--- config.mk ---
export PLATFORM = sky130hd
export DESIGN_NAME = ordered_list_store_core_flat
export DESIGN_NICKNAME = d
export VERILOG_FILES = /design/src/hdl/ols_pkg.sv /design/src/hdl/ols_req_if.sv /design/src/hdl/ols_rsp_if.sv /design/src/hdl/ols_ram.sv /design/src/hdl/ordered_list_store_core.sv /design/src/flat_wrapper.sv
export SDC_FILE = /design/constraint.sdc
export NUM_CORES = 2
export LEC_CHECK = 0
export BUFFER_PORTS_ARGS = -buffer_cell sky130_fd_sc_hd__buf_2
export CORE_ASPECT_RATIO = 0.9
export CORE_MARGIN = 5
export CORE_UTILIZATION = 60
export DETAILED_ROUTE_END_ITERATION = 16
export MAX_ROUTING_LAYER = met4
export PLACE_DENSITY = 0.74
export SLEW_MARGIN = 20
export SYNTH_ARGS = -nofsm -noshare
export SYNTH_HDL_FRONTEND = slang
export SYNTH_HIERARCHICAL = 1
export SYNTH_SLANG_ARGS = --single-unit
--- constraint.sdc ---
create_clock -name clk -period 10.7 [get_ports clk]
set_input_delay 2.14 -clock clk [delete_from_list [all_inputs] [get_ports clk]]
set_output_delay 2.14 -clock clk [all_outputs]
set_load 0.1 [all_outputs]
--- src/hdl/ols_pkg.sv ---
// Package for the ordered list store: operation and status codes, field widths
// and the payload types shared by the interfaces and the core.
// Depends on nothing.
`default_nettype none

package ols_pkg;

	// Field widths of the request and result payloads.
	localparam int OP_W      = 4;
	localparam int POS_W     = 7;
	localparam int VAL_W     = 32;
	localparam int STS_W     = 3;
	localparam int CNT_OUT_W = 7;
	localparam int TOT_W     = 38;

	typedef logic [OP_W-1:0]  op_t;
	typedef logic [STS_W-1:0] status_t;

	// Operation codes.
	localparam op_t OP_INS_FRONT = 4'd0;
	localparam op_t OP_INS_BACK  = 4'd1;
	localparam op_t OP_INS_AT    = 4'd2;
	localparam op_t OP_RM_FRONT  = 4'd3;
	localparam op_t OP_RM_BACK   = 4'd4;
	localparam op_t OP_RM_AT     = 4'd5;
	localparam op_t OP_RM_FIRST  = 4'd6;
	localparam op_t OP_RM_ALL    = 4'd7;
	localparam op_t OP_READ      = 4'd8;
	localparam op_t OP_WRITE     = 4'd9;
	localparam op_t OP_STATS     = 4'd10;

	// Status codes.
	localparam status_t ST_OK       = 3'd0;
	localparam status_t ST_FULL     = 3'd1;
	localparam status_t ST_EMPTY    = 3'd2;
	localparam status_t ST_BADPOS   = 3'd3;
	localparam status_t ST_NOTFOUND = 3'd4;

endpackage : ols_pkg

`default_nettype wire

--- src/hdl/ols_req_if.sv ---
// Request channel of the ordered list store: valid/ready handshake with
// operation, position and value. Depends on ols_pkg.
`default_nettype none

interface ols_req_if;
	import ols_pkg::*;

	logic                    valid;
	logic                    ready;
	op_t                     operation;
	logic [POS_W-1:0]        position;
	logic signed [VAL_W-1:0] value;

	modport source (output valid, output operation, output position, output value,
		input ready);
	modport sink (input valid, input operation, input position, input value,
		output ready);

endinterface : ols_req_if

`default_nettype wire

--- src/hdl/ols_rsp_if.sv ---
// Result channel of the ordered list store: valid/ready handshake with status,
// data, entry count and statistics. Depends on ols_pkg.
`default_nettype none

interface ols_rsp_if;
	import ols_pkg::*;

	logic                    valid;
	logic                    ready;
	status_t                 status;
	logic signed [VAL_W-1:0] data;
	logic [CNT_OUT_W-1:0]    entry_count;
	logic signed [VAL_W-1:0] maximum;
	logic signed [VAL_W-1:0] minimum;
	logic signed [TOT_W-1:0] total;

	modport source (output valid, output status, output data, output entry_count,
		output maximum, output minimum, output total, input ready);
	modport sink (input valid, input status, input data, input entry_count,
		input maximum, input minimum, input total, output ready);

endinterface : ols_rsp_if

`default_nettype wire

--- src/hdl/ols_ram.sv ---
// Generic simple dual-port RAM: one write port, one read port, registered read.
// Depends on nothing.
`default_nettype none

module ols_ram #(
	parameter int WIDTH = 32,
	parameter int DEPTH = 64,
	localparam int AW = $clog2(DEPTH)
) (
	input  wire logic             clk,
	input  wire logic             we,
	input  wire logic [AW-1:0]    waddr,
	input  wire logic [WIDTH-1:0] wdata,
	input  wire logic             re,
	input  wire logic [AW-1:0]    raddr,
	output logic      [WIDTH-1:0] rdata
);

	logic [WIDTH-1:0] mem [DEPTH];

	// Write port.
	always_ff @(posedge clk) begin
		if (we) begin
			mem[waddr] <= wdata;
		end
	end

	// Registered read port.
	always_ff @(posedge clk) begin
		if (re) begin
			rdata <= mem[raddr];
		end
	end

endmodule : ols_ram

`default_nettype wire

--- src/hdl/ordered_list_store_core.sv ---
// Ordered list store core: a bounded list of signed 32-bit values held in one
// RAM and walked one entry per cycle. Depends on ols_pkg, ols_req_if,
// ols_rsp_if and ols_ram.
//
//   channel   direction   handshake      payload
//   req       in          valid/ready    operation, position, value
//   rsp       out         valid/ready    status, data, entry_count,
//                                        maximum, minimum, total
//
// A refused or unused request goes straight to S_DONE; a write or an insert at
// the back writes its slot in S_PUT. Reads, removals and stats walk up in S_UP;
// an insert that shifts entries walks down in S_DN, then writes in S_PUT.
// The walk issues one RAM read per cycle, and its writes trail the reads.
// Inserts walk from the back to the insert position, removals and stats walk
// from the start position (or the front) to the back.
// Reset clears the entry count; RAM contents are not cleared, since positions
// beyond the count are never read.
// The block is ready again at the edge that loads the result. A finished result
// waits in the output register; the next request is taken meanwhile, and its
// result is held back until the output register is free.
`default_nettype none

module ordered_list_store_core #(
	parameter int DEPTH = 64
) (
	input  wire logic clk,
	input  wire logic arst_n,
	ols_req_if.sink   req,
	ols_rsp_if.source rsp
);
	import ols_pkg::*;

	localparam int IW = $clog2(DEPTH);
	localparam int CW = $clog2(DEPTH + 1);
	localparam int XW = ((CW > POS_W) ? CW : POS_W) + 1;

	// Sequencer states.
	localparam logic [2:0] S_IDLE = 3'd0;
	localparam logic [2:0] S_UP   = 3'd1;
	localparam logic [2:0] S_DN   = 3'd2;
	localparam logic [2:0] S_PUT  = 3'd3;
	localparam logic [2:0] S_DONE = 3'd4;

	logic [2:0]              state_q;
	logic [CW-1:0]           cnt_q;
	op_t                     op_q;
	logic [VAL_W-1:0]        val_q;
	logic [CW-1:0]           idx_q;
	logic [CW-1:0]           rptr_q;
	logic [CW-1:0]           last_q;
	logic [CW-1:0]           wptr_q;
	logic [CW-1:0]           ri_q;
	logic [CW-1:0]           rmcnt_q;
	logic                    issue_q;
	logic                    rv_q;
	status_t                 status_q;
	logic [VAL_W-1:0]        dat_q;
	logic signed [VAL_W-1:0] mx_q;
	logic signed [VAL_W-1:0] mn_q;
	logic [TOT_W-1:0]        sum_q;

	// Output register.
	logic                    ovalid_q;
	status_t                 ost_q;
	logic [VAL_W-1:0]        odat_q;
	logic [CNT_OUT_W-1:0]    ocnt_q;
	logic [VAL_W-1:0]        omx_q;
	logic [VAL_W-1:0]        omn_q;
	logic [TOT_W-1:0]        otot_q;

	// Request decode.
	logic [XW-1:0]    pos_x;
	logic [XW-1:0]    cnt_x;
	logic [XW-1:0]    pos_m1;
	logic [CW-1:0]    pos_idx;
	logic [CW-1:0]    cnt_m1;
	logic [CW-1:0]    ins_idx;
	logic             full;
	logic             empty;
	logic             ins_bad;
	logic             acc_bad;
	logic [2:0]       d_state;
	status_t          d_status;
	logic [CW-1:0]    d_idx;
	logic [CW-1:0]    d_rptr;
	logic [CW-1:0]    d_last;
	logic [CW-1:0]    d_wptr;

	// Walk datapath.
	logic             is_rm;
	logic             is_match;
	logic             remove;
	logic             walk_end;
	logic             ram_we;
	logic [IW-1:0]    ram_waddr;
	logic [VAL_W-1:0] ram_wdata;
	logic             ram_re;
	logic [VAL_W-1:0] ram_rdata;

	ols_ram #(
		.WIDTH (VAL_W),
		.DEPTH (DEPTH)
	) u_ram (
		.clk   (clk),
		.we    (ram_we),
		.waddr (ram_waddr),
		.wdata (ram_wdata),
		.re    (ram_re),
		.raddr (rptr_q[IW-1:0]),
		.rdata (ram_rdata)
	);

	assign req.ready = (state_q == S_IDLE);

	assign rsp.valid       = ovalid_q;
	assign rsp.status      = ost_q;
	assign rsp.data        = odat_q;
	assign rsp.entry_count = ocnt_q;
	assign rsp.maximum     = omx_q;
	assign rsp.minimum     = omn_q;
	assign rsp.total       = otot_q;

	// Position checks against the current count.
	assign pos_x   = XW'(req.position);
	assign cnt_x   = XW'(cnt_q);
	assign pos_m1  = pos_x - XW'(1);
	assign pos_idx = pos_m1[CW-1:0];
	assign cnt_m1  = cnt_q - CW'(1);
	assign full    = (cnt_x == XW'(DEPTH));
	assign empty   = (cnt_q == '0);
	assign ins_bad = (pos_x == '0) || (pos_x > (cnt_x + XW'(1)));
	assign acc_bad = (pos_x == '0) || (pos_x > cnt_x);

	always_comb begin
		priority if (req.operation == OP_INS_FRONT) begin
			ins_idx = '0;
		end else if (req.operation == OP_INS_BACK) begin
			ins_idx = cnt_q;
		end else begin
			ins_idx = pos_idx;
		end
	end

	// Choose the first step, the walk range and the early status of a request.
	always_comb begin
		d_state  = S_DONE;
		d_status = ST_OK;
		d_idx    = '0;
		d_rptr   = '0;
		d_last   = cnt_m1;
		d_wptr   = '0;
		unique case (req.operation)
			OP_INS_FRONT, OP_INS_BACK, OP_INS_AT: begin
				d_idx  = ins_idx;
				d_rptr = cnt_m1;
				d_last = ins_idx;
				d_wptr = cnt_q;
				if (full) begin
					d_status = ST_FULL;
				end else if ((req.operation == OP_INS_AT) && ins_bad) begin
					d_status = ST_BADPOS;
				end else if (ins_idx == cnt_q) begin
					d_state = S_PUT;
				end else begin
					d_state = S_DN;
				end
			end
			OP_RM_FRONT, OP_RM_FIRST, OP_RM_ALL, OP_STATS: begin
				if (empty) begin
					d_status = ST_EMPTY;
				end else begin
					d_state = S_UP;
				end
			end
			OP_RM_BACK: begin
				d_idx  = cnt_m1;
				d_rptr = cnt_m1;
				d_wptr = cnt_m1;
				if (empty) begin
					d_status = ST_EMPTY;
				end else begin
					d_state = S_UP;
				end
			end
			OP_RM_AT: begin
				d_idx  = pos_idx;
				d_rptr = pos_idx;
				d_wptr = pos_idx;
				if (empty) begin
					d_status = ST_EMPTY;
				end else if (acc_bad) begin
					d_status = ST_BADPOS;
				end else begin
					d_state = S_UP;
				end
			end
			OP_READ: begin
				d_idx  = pos_idx;
				d_rptr = pos_idx;
				d_last = pos_idx;
				if (empty) begin
					d_status = ST_EMPTY;
				end else if (acc_bad) begin
					d_status = ST_BADPOS;
				end else begin
					d_state = S_UP;
				end
			end
			OP_WRITE: begin
				d_idx = pos_idx;
				if (empty) begin
					d_status = ST_EMPTY;
				end else if (acc_bad) begin
					d_status = ST_BADPOS;
				end else begin
					d_state = S_PUT;
				end
			end
			default: begin
			end
		endcase
	end

	// Classify the held operation and decide whether the returned entry is dropped.
	assign is_match = (op_q == OP_RM_FIRST) || (op_q == OP_RM_ALL);
	assign is_rm    = (op_q == OP_RM_FRONT) || (op_q == OP_RM_BACK) ||
		(op_q == OP_RM_AT) || is_match;

	always_comb begin
		priority if (op_q == OP_RM_ALL) begin
			remove = (ram_rdata == val_q);
		end else if (op_q == OP_RM_FIRST) begin
			remove = (rmcnt_q == '0) && (ram_rdata == val_q);
		end else begin
			remove = (ri_q == idx_q);
		end
	end

	assign walk_end = !issue_q && !rv_q;

	// RAM control: reads stream during a walk, and each write lands in the cycle after its read.
	assign ram_re = ((state_q == S_UP) || (state_q == S_DN)) && issue_q;

	always_comb begin
		ram_we    = 1'b0;
		ram_waddr = wptr_q[IW-1:0];
		ram_wdata = ram_rdata;
		unique case (state_q)
			S_DN: begin
				ram_we = rv_q;
			end
			S_UP: begin
				ram_we = rv_q && is_rm && !remove;
			end
			S_PUT: begin
				ram_we    = 1'b1;
				ram_waddr = idx_q[IW-1:0];
				ram_wdata = val_q;
			end
			default: begin
			end
		endcase
	end

	// Sequencer, walk counters, accumulators and output register.
	always_ff @(posedge clk or negedge arst_n) begin
		if (!arst_n) begin
			state_q  <= S_IDLE;
			cnt_q    <= '0;
			issue_q  <= 1'b0;
			rv_q     <= 1'b0;
			ovalid_q <= 1'b0;
		end else begin
			rv_q <= ram_re;
			if (ram_re) begin
				ri_q <= rptr_q;
			end
			// The result state reloads the output register itself.
			if (ovalid_q && rsp.ready && (state_q != S_DONE)) begin
				ovalid_q <= 1'b0;
			end
			unique case (state_q)
				S_IDLE: begin
					if (req.valid) begin
						op_q     <= req.operation;
						val_q    <= req.value;
						idx_q    <= d_idx;
						rptr_q   <= d_rptr;
						last_q   <= d_last;
						wptr_q   <= d_wptr;
						status_q <= d_status;
						rmcnt_q  <= '0;
						dat_q    <= '0;
						mx_q     <= '0;
						mn_q     <= '0;
						sum_q    <= '0;
						issue_q  <= 1'b1;
						state_q  <= d_state;
					end
				end
				S_DN: begin
					// Shift entries one place toward the back, from the back down.
					if (issue_q) begin
						rptr_q <= rptr_q - CW'(1);
						if (rptr_q == last_q) begin
							issue_q <= 1'b0;
						end
					end
					if (rv_q) begin
						wptr_q <= wptr_q - CW'(1);
					end
					if (walk_end) begin
						state_q <= S_PUT;
					end
				end
				S_UP: begin
					// Walk toward the back: compact, read or accumulate.
					if (issue_q) begin
						rptr_q <= rptr_q + CW'(1);
						if (rptr_q == last_q) begin
							issue_q <= 1'b0;
						end
					end
					if (rv_q) begin
						if (is_rm) begin
							if (remove) begin
								rmcnt_q <= rmcnt_q + CW'(1);
								if (rmcnt_q == '0) begin
									dat_q <= ram_rdata;
								end
							end else begin
								wptr_q <= wptr_q + CW'(1);
							end
						end else if (op_q == OP_READ) begin
							dat_q <= ram_rdata;
						end else begin
							sum_q <= sum_q + TOT_W'($signed(ram_rdata));
							if ((ri_q == '0) || ($signed(ram_rdata) > mx_q)) begin
								mx_q <= $signed(ram_rdata);
							end
							if ((ri_q == '0) || ($signed(ram_rdata) < mn_q)) begin
								mn_q <= $signed(ram_rdata);
							end
						end
					end
					if (walk_end) begin
						if (is_rm) begin
							cnt_q <= cnt_q - rmcnt_q;
						end
						if (is_match && (rmcnt_q == '0)) begin
							status_q <= ST_NOTFOUND;
						end
						if (op_q == OP_RM_ALL) begin
							dat_q <= VAL_W'(rmcnt_q);
						end
						state_q <= S_DONE;
					end
				end
				S_PUT: begin
					if (op_q != OP_WRITE) begin
						cnt_q <= cnt_q + CW'(1);
					end
					state_q <= S_DONE;
				end
				S_DONE: begin
					// Hand the result over once the output register is free.
					if (!ovalid_q || rsp.ready) begin
						ovalid_q <= 1'b1;
						ost_q    <= status_q;
						odat_q   <= dat_q;
						ocnt_q   <= cnt_x[CNT_OUT_W-1:0];
						omx_q    <= mx_q;
						omn_q    <= mn_q;
						otot_q   <= sum_q;
						state_q  <= S_IDLE;
					end
				end
				default: begin
					state_q <= S_IDLE;
				end
			endcase
		end
	end

	// The count never exceeds the capacity.
	a_cnt_bound: assert property (@(posedge clk) disable iff (!arst_n)
		cnt_q <= CW'(DEPTH))
		else $error("entry count above capacity");

	// Compaction never writes ahead of the entry just read.
	a_compact_order: assert property (@(posedge clk) disable iff (!arst_n)
		(state_q == S_UP && ram_we) |-> (wptr_q <= ri_q))
		else $error("compaction write ahead of read");

	// A removal walk never drops more entries than are held.
	a_rm_bound: assert property (@(posedge clk) disable iff (!arst_n)
		(state_q == S_UP) |-> (rmcnt_q <= cnt_q))
		else $error("removed more entries than held");

	// Leaving the result state always presents a result.
	a_done_out: assert property (@(posedge clk) disable iff (!arst_n)
		(state_q == S_DONE && (!ovalid_q || rsp.ready)) |=>
		(ovalid_q && state_q == S_IDLE))
		else $error("result not presented on completion");

endmodule : ordered_list_store_core

`default_nettype wire

--- src/flat_wrapper.sv ---
// flat-port wrapper written by rule: the top's interface ports become plain ports
module ordered_list_store_core_flat import ols_pkg::*;
#(
	parameter int DEPTH = 64
)
  (clk, arst_n, req_valid, req_operation, req_position, req_value, req_ready, rsp_valid, rsp_status, rsp_data, rsp_entry_count, rsp_maximum, rsp_minimum, rsp_total, rsp_ready);
  ols_req_if req_i ();
  ols_rsp_if rsp_i ();
  input  wire logic clk;
  input  wire logic arst_n;
  input wire logic [$bits(req_i.valid)-1:0] req_valid;
  input wire logic [$bits(req_i.operation)-1:0] req_operation;
  input wire logic [$bits(req_i.position)-1:0] req_position;
  input wire logic [$bits(req_i.value)-1:0] req_value;
  output wire logic [$bits(req_i.ready)-1:0] req_ready;
  output wire logic [$bits(rsp_i.valid)-1:0] rsp_valid;
  output wire logic [$bits(rsp_i.status)-1:0] rsp_status;
  output wire logic [$bits(rsp_i.data)-1:0] rsp_data;
  output wire logic [$bits(rsp_i.entry_count)-1:0] rsp_entry_count;
  output wire logic [$bits(rsp_i.maximum)-1:0] rsp_maximum;
  output wire logic [$bits(rsp_i.minimum)-1:0] rsp_minimum;
  output wire logic [$bits(rsp_i.total)-1:0] rsp_total;
  input wire logic [$bits(rsp_i.ready)-1:0] rsp_ready;
  assign req_i.valid = req_valid;
  assign req_i.operation = req_operation;
  assign req_i.position = req_position;
  assign req_i.value = req_value;
  assign req_ready = req_i.ready;
  assign rsp_valid = rsp_i.valid;
  assign rsp_status = rsp_i.status;
  assign rsp_data = rsp_i.data;
  assign rsp_entry_count = rsp_i.entry_count;
  assign rsp_maximum = rsp_i.maximum;
  assign rsp_minimum = rsp_i.minimum;
  assign rsp_total = rsp_i.total;
  assign rsp_i.ready = rsp_ready;
  ordered_list_store_core #(.DEPTH(DEPTH)) u_core (.clk(clk), .arst_n(arst_n), .req(req_i), .rsp(rsp_i));
endmodule
=== Yosys cells after proc, flatten, opt, wreduce, memory -nomap -nowiden ===
Memory sizes are Yosys's and may differ from the RTL's. A register that Yosys moved wholly into a read port is not among the register bits.
Cells that the tools add are included.

* Register bits after elaboration: 372
* RAM bits: 2048
* Input bits: 47
* Output and inout bits: 146
* Logic and storage cells: 224
* Memories: 1

* $add $sub $neg: 11
* Magnitude comparators: 4
* Equal/unequal tests: 44
* Multiplexer cells: 87
* Reduce and logical (&&, ||, !) cells: 53

{| class="wikitable"
|+ Memory list
! memory !! depth !! bits a word !! read ports !! clocked after memory_dff !! wr ports !! RTL line !! RTL
|-
| u_core.u_ram.mem || 64 || 32 || 1 || 1 || 1 || ols_ram.sv:19 || <nowiki>logic [WIDTH-1:0] mem [DEPTH];</nowiki>
|}

{| class="wikitable"
|+ Operator list
! cell !! count
|-
| $mux W32 || 17
|-
| $pmux W32 S2 || 3
|-
| $mux W38 || 4
|-
| $mux W7 || 17
|-
| $pmux W7 S3 || 4
|-
| $pmux W38 S2 || 1
|-
| $pmux W7 S2 || 4
|-
| $mux W3 || 16
|-
| $add A38 B38 Y38 || 1
|-
| $eq A32 B32 Y1 || 1
|-
| $eq A4 B3 Y1 const B || 8
|-
| $gt A32 B32 Y1 || 1
|-
| $lt A32 B32 Y1 || 1
|-
| $add A7 B1 Y7 const B || 4
|-
| $sub A7 B1 Y7 const B || 4
|-
| $eq A7 B7 Y1 || 3
|-
| $logic_not A7 Y1 || 3
|-
| $reduce_and A7 Y1 || 3
|-
| $ne A2 B1 Y1 const B || 10
|-
| $eq A4 B4 Y1 const B || 4
|-
| $pmux W3 S5 || 1
|-
| $ne A2 B2 Y1 const B || 7
|-
| $eq A4 B2 Y1 const B || 3
|-
| $pmux W3 S4 || 1
|-
| other kinds (35) || 78
|}

=== Depth between registers and ports, before layout ===
* Word-level depth: 10
* Depth in mapped cells: 18
* Gate-level depth less buffers: 15

=== By module ===
The synthesis kept the hierarchy.

{| class="wikitable"
|+ Modules (own cells, without submodules)
! module !! times used !! cells an instance !! area an instance (um^2) !! seq. area each (um^2)
|-
| ols_ram || 1 || 3511 || 79359.9 || 62459.9
|-
| ordered_list_store_core || 1 || 1666 || 19434.9 || 11075.6
|}

=== Worst setup path after synthesis ===
Ideal clock, no wire load.

* Path kind: input-to-reg
* Start point: input rsp_ready
* End point: register u_core.odat_q[0] (netlist: u_core/rsp.data[0]), enable pin
* Setup time: 0.651 ns
* Data arrival time: 8.343 ns
* Required time: 10.049 ns
* Path slack: 1.706 ns
* Cell stages on the path: 3
* Buffers on the path: 0
* Cells stage by stage: nand2b_1 -> nand2_1 -> nor2_1

* Cells in the longest elaborated chain, start to end: 2

{| class="wikitable"
|+ RTL lines
! what !! RTL line !! RTL
|-
| start: declaration || flat_wrapper.sv:23 || <nowiki>input wire logic [$bits(rsp_i.ready)-1:0] rsp_ready;</nowiki>
|-
| $logic_or A1 B1 Y1 || ordered_list_store_core.sv:367 || <nowiki>if (!ovalid_q || rsp.ready) begin</nowiki>
|-
| $reduce_and A3 Y1 (no line) || n/a ||
|-
| end signal: assignment || ordered_list_store_core.sv:370 || <nowiki>odat_q <= dat_q;</nowiki>
|-
| end: declaration || ordered_list_store_core.sv:65 || <nowiki>logic [VAL_W-1:0] odat_q;</nowiki>
|}

No other way between the ends.
A chain may end at the register's enable or synchronous reset.

=== Worst setup path in the final report ===
* Start point: register u_core.u_ram.rdata[31] (read register of u_core.u_ram.mem)
* End point: memory u_core.u_ram.mem[40][27], enable pin

* Cells in the longest elaborated chain, start to end: 9

{| class="wikitable"
|+ RTL lines
! what !! RTL line !! RTL
|-
| start: declaration || ols_ram.sv:16 || <nowiki>output logic [WIDTH-1:0] rdata</nowiki>
|-
| $eq A32 B32 Y1 (*) || ordered_list_store_core.sv:231, ordered_list_store_core.sv:233 ||
|-
| $logic_and A1 B1 Y1 || ordered_list_store_core.sv:233 || <nowiki>remove = (rmcnt_q == '0) && (ram_rdata == val_q);</nowiki>
|-
| $mux W1 || ordered_list_store_core.sv:232 || <nowiki>end else if (op_q == OP_RM_FIRST) begin</nowiki>
|-
| $mux W1 (*) || ordered_list_store_core.sv:230 || <nowiki>priority if (op_q == OP_RM_ALL) begin</nowiki>
|-
| $logic_not A1 Y1 (*) || ordered_list_store_core.sv:253 || <nowiki>ram_we = rv_q && is_rm && !remove;</nowiki>
|-
| $logic_and A1 B1 Y1 (*) || ordered_list_store_core.sv:253 ||
|-
| $pmux W1 S3 (*) || ordered_list_store_core.sv:248 || <nowiki>unique case (state_q)</nowiki>
|-
| via u_core.ram_we || ordered_list_store_core.sv:94 || <nowiki>logic ram_we;</nowiki>
|-
| $mux W1 (*) || ols_ram.sv:23 || <nowiki>if (we) begin</nowiki>
|-
| $mux W1 (implied by the code) (*) || ols_ram.sv:24 || <nowiki>mem[waddr] <= wdata;</nowiki>
|-
| end: declaration || ols_ram.sv:19 ||
|}

The timed path passes the listed nets; every way through them passes the cells marked *.

==> results_tabular.tex <==
\begin{tabular}{lr}
\hline
Metric & Value \\
\hline
\multicolumn{2}{l}{\textbf{STA}} \\
\quad Max Slew Vio Count & 0 \\
\quad Crit path time final & 4.76 ns \\
\quad Worst-margin pin slew & 1.12 ns \\
\quad Fraction of the cycle the final worst path needs & 0.445 \\
\quad Worst hold margin & 0.419 ns \\
\quad Final hold vios & 0 \\
\quad Final setup skew & 0.0624 ns \\
\quad Sum of negative setup slack & 0 ns \\
\quad Relative slew slack & 0.250 \\
\quad PnR worst setup slack & about 6 ns \\
\quad Upper clock frequency limit & 0.210 GHz \\
\quad Unrepaired setup endpoints after global routing & false \\
\quad Final setup vio count & 0 \\
\multicolumn{2}{l}{\textbf{Pwr}} \\
\quad Overall power of the completed layout & 29.3 mW \\
\quad VDD IR max & 0.227 mV \\
\quad Leakage power summed over all cells & roughly 36 nW \\
\quad Power per Cell Area & 266 nW/um\^{}2 \\
\multicolumn{2}{l}{\textbf{Clock tree}} \\
\quad Clock latency on the worst-skew pair & 0.87 ns \\
\quad CTS tree & built \\
\quad Number of sinks on the clock net & 2,451 \\
\quad Clock transition at the registers of the reported paths & 0.06 ns \\
\quad Max Root-Sink Buffers & 3 \\
\quad Post-CTS setup repair buffer count & 0 \\
\quad Number of buffers added to fix hold violations after cts & 0 \\
\quad H-Tree Depth & 4 \\
\quad Cell at the root of the clock tree & sky130\_fd\_sc\_hd\_\_clkbuf\_16 \\
\quad Number of gates given a new drive strength after cts & 0 \\
\quad Number of buffers created by CTS & 225 \\
\multicolumn{2}{l}{\textbf{Die}} \\
\quad Count of pins on the block boundary & 193 \\
\quad \# rows & roughly 140 \\
\quad Die span in x & 438 um \\
\quad Die span in y & 395 um \\
\quad Overall die area & 173,000 um\^{}2 \\
\quad Effective utilization at floorplan & 0.603 \\
\quad Core Region & 164,000 um\^{}2 \\
\multicolumn{2}{l}{\textbf{Place}} \\
\quad Placed Instances & between 7,000 and 8,000 \\
\quad Worst slack at placement & 5.58 ns \\
\quad Number of port buffers & 192 \\
\quad Post-placement cell area & 103,000 um\^{}2 \\
\quad RD Place Congestion & 0.913 \\
\quad Hpwl dp & 154,000 um \\
\multicolumn{2}{l}{\textbf{Logic synthesis}} \\
\quad Synthesized cell area & 98,800 um\^{}2 \\
\quad Post-synth top area cell & sky130\_fd\_sc\_hd\_\_edfxtp\_1 \\
\quad Count of flip-flops with a built-in enable after synthesis & around 2,400 \\
\quad Register bit count reported by yosys & between 2,000 and 2,500 \\
\quad Synth top area share & 0.741 \\
\quad Main area contributors after synthesis & sky130\_fd\_sc\_hd\_\_edfxtp\_1, sky130\_fd\_sc\_hd\_\_mux4\_2, sky130\_fd\_sc\_hd\_\_mux2i\_1 \\
\quad Async set or reset register ratio after synthesis & 0.00530 \\
\quad Post-Syn Nets & 5,363 \\
\quad Proportion of synthesized chip area in sequential cells & 0.744 \\
\quad Number of library cell types mapped by synthesis & 79 \\
\quad Count of yosys warnings during synthesis & 6 \\
\quad Most used flip-flop cell after synthesis & sky130\_fd\_sc\_hd\_\_edfxtp\_1 \\
\quad Instance count of the mapped netlist & 5,177 \\
\quad Mapped Avg Cell Area & 19.1 um\^{}2 \\
\multicolumn{2}{l}{\textbf{Critical path}} \\
\quad Worst Setup Path Type & reg -> reg \\
\quad Highest net fanout along the worst path & 32 \\
\quad Capturing element type of the critical path & register \\
\quad Arr. time, crit path & approximately 5.2 ns \\
\quad Worst Setup Start Kind & register \\
\quad Required time at the endpoint of the critical path & between 10 and 15 ns \\
\multicolumn{2}{l}{\textbf{Global routing}} \\
\quad Congestion Overflow GR & 0 \\
\quad Initial antenna violation count & 15 \\
\quad Pin count of the biggest net entering global routing & $\sim$120 \\
\quad GR Util All Layers & 0.303 \\
\quad Number of global-route vias before repair & 50,200 \\
\quad Wire length of the first global-routing pass & $\sim$360,000 um \\
\multicolumn{2}{l}{\textbf{Route}} \\
\quad Total routed wirelength & 254,000 um \\
\quad First-iteration detailed-routing DRC count & 7,858 \\
\quad Total via count after detailed routing & roughly 53,000 \\
\quad Number of routed nets with antenna violations & 0 \\
\quad Vias per inst & 6.76 \\
\quad Post-route DRC violation count & 0 \\
\quad DR WL/cell & $\sim$33 um \\
\quad Drt first pass iters & 6 \\
\multicolumn{2}{l}{\textbf{Min path}} \\
\quad Tightest Hold Check Type & reg -> reg \\
\multicolumn{2}{l}{\textbf{Layout}} \\
\quad Layout Area Growth over Synthesis & 11.5\% \\
\quad Final-stage net count & 5,650 \\
\quad Summed area of non-filler cells in the final layout & 110,000 um\^{}2 \\
\quad Share of post-route cells with drive strength above 1 & 0.217 \\
\quad Non-Filler Instances & 7,819 \\
\quad Commonest cells after routing, fill and taps aside & sky130\_fd\_sc\_hd\_\_edfxtp\_1, sky130\_fd\_sc\_hd\_\_mux4\_2, sky130\_fd\_sc\_hd\_\_clkbuf\_16 \\
\quad Commonest non-fill, non-tap cell in the layout & sky130\_fd\_sc\_hd\_\_edfxtp\_1 \\
\quad Filler cell count & 10,300 \\
\quad Utilization after layout & 0.672 \\
\multicolumn{2}{l}{\textbf{Outcome}} \\
\quad Result of the run & completed \\
\multicolumn{2}{l}{\textbf{Flow run}} \\
\quad Max-capacitance violation count & 0 \\
\hline
\end{tabular}
## metal layers
metal	share of wire	global-route usage
met2	0.46	0.440
met1	0.39	0.440
met4	0.029	0.0808
met3	0.12	0.0718
met5	0	-
## cells in the mapped netlist (6+ instances only)
library cell,count
sky130_fd_sc_hd__nand4_1,27
sky130_fd_sc_hd__dfrtp_1,13
sky130_fd_sc_hd__clkbuf_1,123
sky130_fd_sc_hd__or2_2,8
sky130_fd_sc_hd__a211oi_1,32
sky130_fd_sc_hd__buf_1,9
sky130_fd_sc_hd__and4_1,9
sky130_fd_sc_hd__a22o_1,12
sky130_fd_sc_hd__and2_1,13
sky130_fd_sc_hd__nor3_1,34
sky130_fd_sc_hd__inv_1,101
sky130_fd_sc_hd__nand3_1,71
sky130_fd_sc_hd__o21ai_0,87
sky130_fd_sc_hd__nor2b_1,35
sky130_fd_sc_hd__o211ai_1,26
sky130_fd_sc_hd__or3_1,8
sky130_fd_sc_hd__nand2_1,225
sky130_fd_sc_hd__o22a_1,13
sky130_fd_sc_hd__a221oi_1,7
sky130_fd_sc_hd__o21bai_1,9
sky130_fd_sc_hd__o221ai_1,29
sky130_fd_sc_hd__o21a_1,17
sky130_fd_sc_hd__buf_6,35
sky130_fd_sc_hd__mux4_2,446
sky130_fd_sc_hd__edfxtp_1,2438
sky130_fd_sc_hd__ha_1,135
sky130_fd_sc_hd__and3_1,49
sky130_fd_sc_hd__buf_4,28
sky130_fd_sc_hd__nand3b_1,8
sky130_fd_sc_hd__mux2i_1,222
sky130_fd_sc_hd__a21o_1,47
sky130_fd_sc_hd__o22ai_1,63
sky130_fd_sc_hd__a211o_1,12
sky130_fd_sc_hd__xnor2_1,75
sky130_fd_sc_hd__a21oi_1,110
sky130_fd_sc_hd__xor2_1,42
sky130_fd_sc_hd__a311o_1,12
sky130_fd_sc_hd__a22oi_1,135
sky130_fd_sc_hd__nor2_1,223
sky130_fd_sc_hd__nand2b_1,21
sky130_fd_sc_hd__a311oi_1,6
sky130_fd_sc_hd__nor4_1,9
sky130_fd_sc_hd__a31oi_1,27
sky130_fd_sc_hd__buf_2,56
## layout make-up
type / count / area, um^2 / area share
Sequential cell: 2451 / 73500 / 0.667
Multi-Input combinational cell: 2364 / 24100 / 0.218
Clock buffer: 272 / 5930 / 0.0539
Tap cell: 2145 / 2680 / 0.0244
Timing Repair Buffer: 320 / 2300 / 0.0209
Clock inverter: 151 / 1250 / 0.0113
Inverter: 102 / 383 / 0.00348
Antenna cell: 14 / 35.0 / 0.000318
## worst paths after layout
check / from / end / slack [ns] / depth (start not counted)
max: u_core/u_ram/rdata[31] / u_core/u_ram/mem[40][27] / 5.94 / 9
min: u_core/status_q[2] / u_core/rsp.status[2] / 0.42 / 0
max reg2reg: u_core/u_ram/rdata[31] / u_core/u_ram/mem[40][27] / 5.94 / 9
min reg2reg: u_core/status_q[2] / u_core/rsp.status[2] / 0.42 / 0
max in group asynchronous: arst_n / u_core/state_q[1] / 9.19 / 1
min in group asynchronous: arst_n / u_core/cnt_q[6] / 1.22 / 1
## cells by family (layout without fill, tap and decap cells)
logic type / after synthesis / after routing / share of synthesized area
DFF: 2451 / 2451 / 0.744
and+or+nand+nor: 757 / 757 / 0.0360
AOI/OAI and AO/OA: 679 / 679 / 0.0475
muxes: 672 / 672 / 0.125
buffers and inverters: 362 / 845 / 0.0193
adders and majority gates: 139 / 139 / 0.0179
xor gates and xnor gates: 117 / 117 / 0.0104
other: 0 / 14 / 0
## critical path: stages (launching register included)
cell,delay [ns]
sky130_fd_sc_hd__edfxtp_1,0.68
sky130_fd_sc_hd__xnor2_1,0.24
sky130_fd_sc_hd__nand4_1,0.18
sky130_fd_sc_hd__nor4_1,0.12
sky130_fd_sc_hd__o211ai_1,0.12
sky130_fd_sc_hd__o21ai_2,0.12
sky130_fd_sc_hd__o31a_1,0.30
sky130_fd_sc_hd__nor2_2,0.54
sky130_fd_sc_hd__nand4b_1,0.86
sky130_fd_sc_hd__nor2_4,1.16
## power breakdown
group | internal (mW) | switching, mW
registers | 12.2 | 0.410
logic | 2.59 | 6.27
clock network | 4.33 | 3.46
total | 19.2 | 10.1
## sequential cells by signal, indices dropped and copies added (netlist names), 32 cells and up
signal / flops
u_core/sum_q: 38
u_core/u_ram/rdata: 32
u_core/rsp.minimum: 32
u_core/rsp.total: 38
u_core/mx_q: 32
u_core/mn_q: 32
u_core/u_ram/mem: 2048
u_core/rsp.data: 32
u_core/dat_q: 32
u_core/val_q: 32
u_core/rsp.maximum: 32
Note: power is estimated with default switching activity, not from simulation.
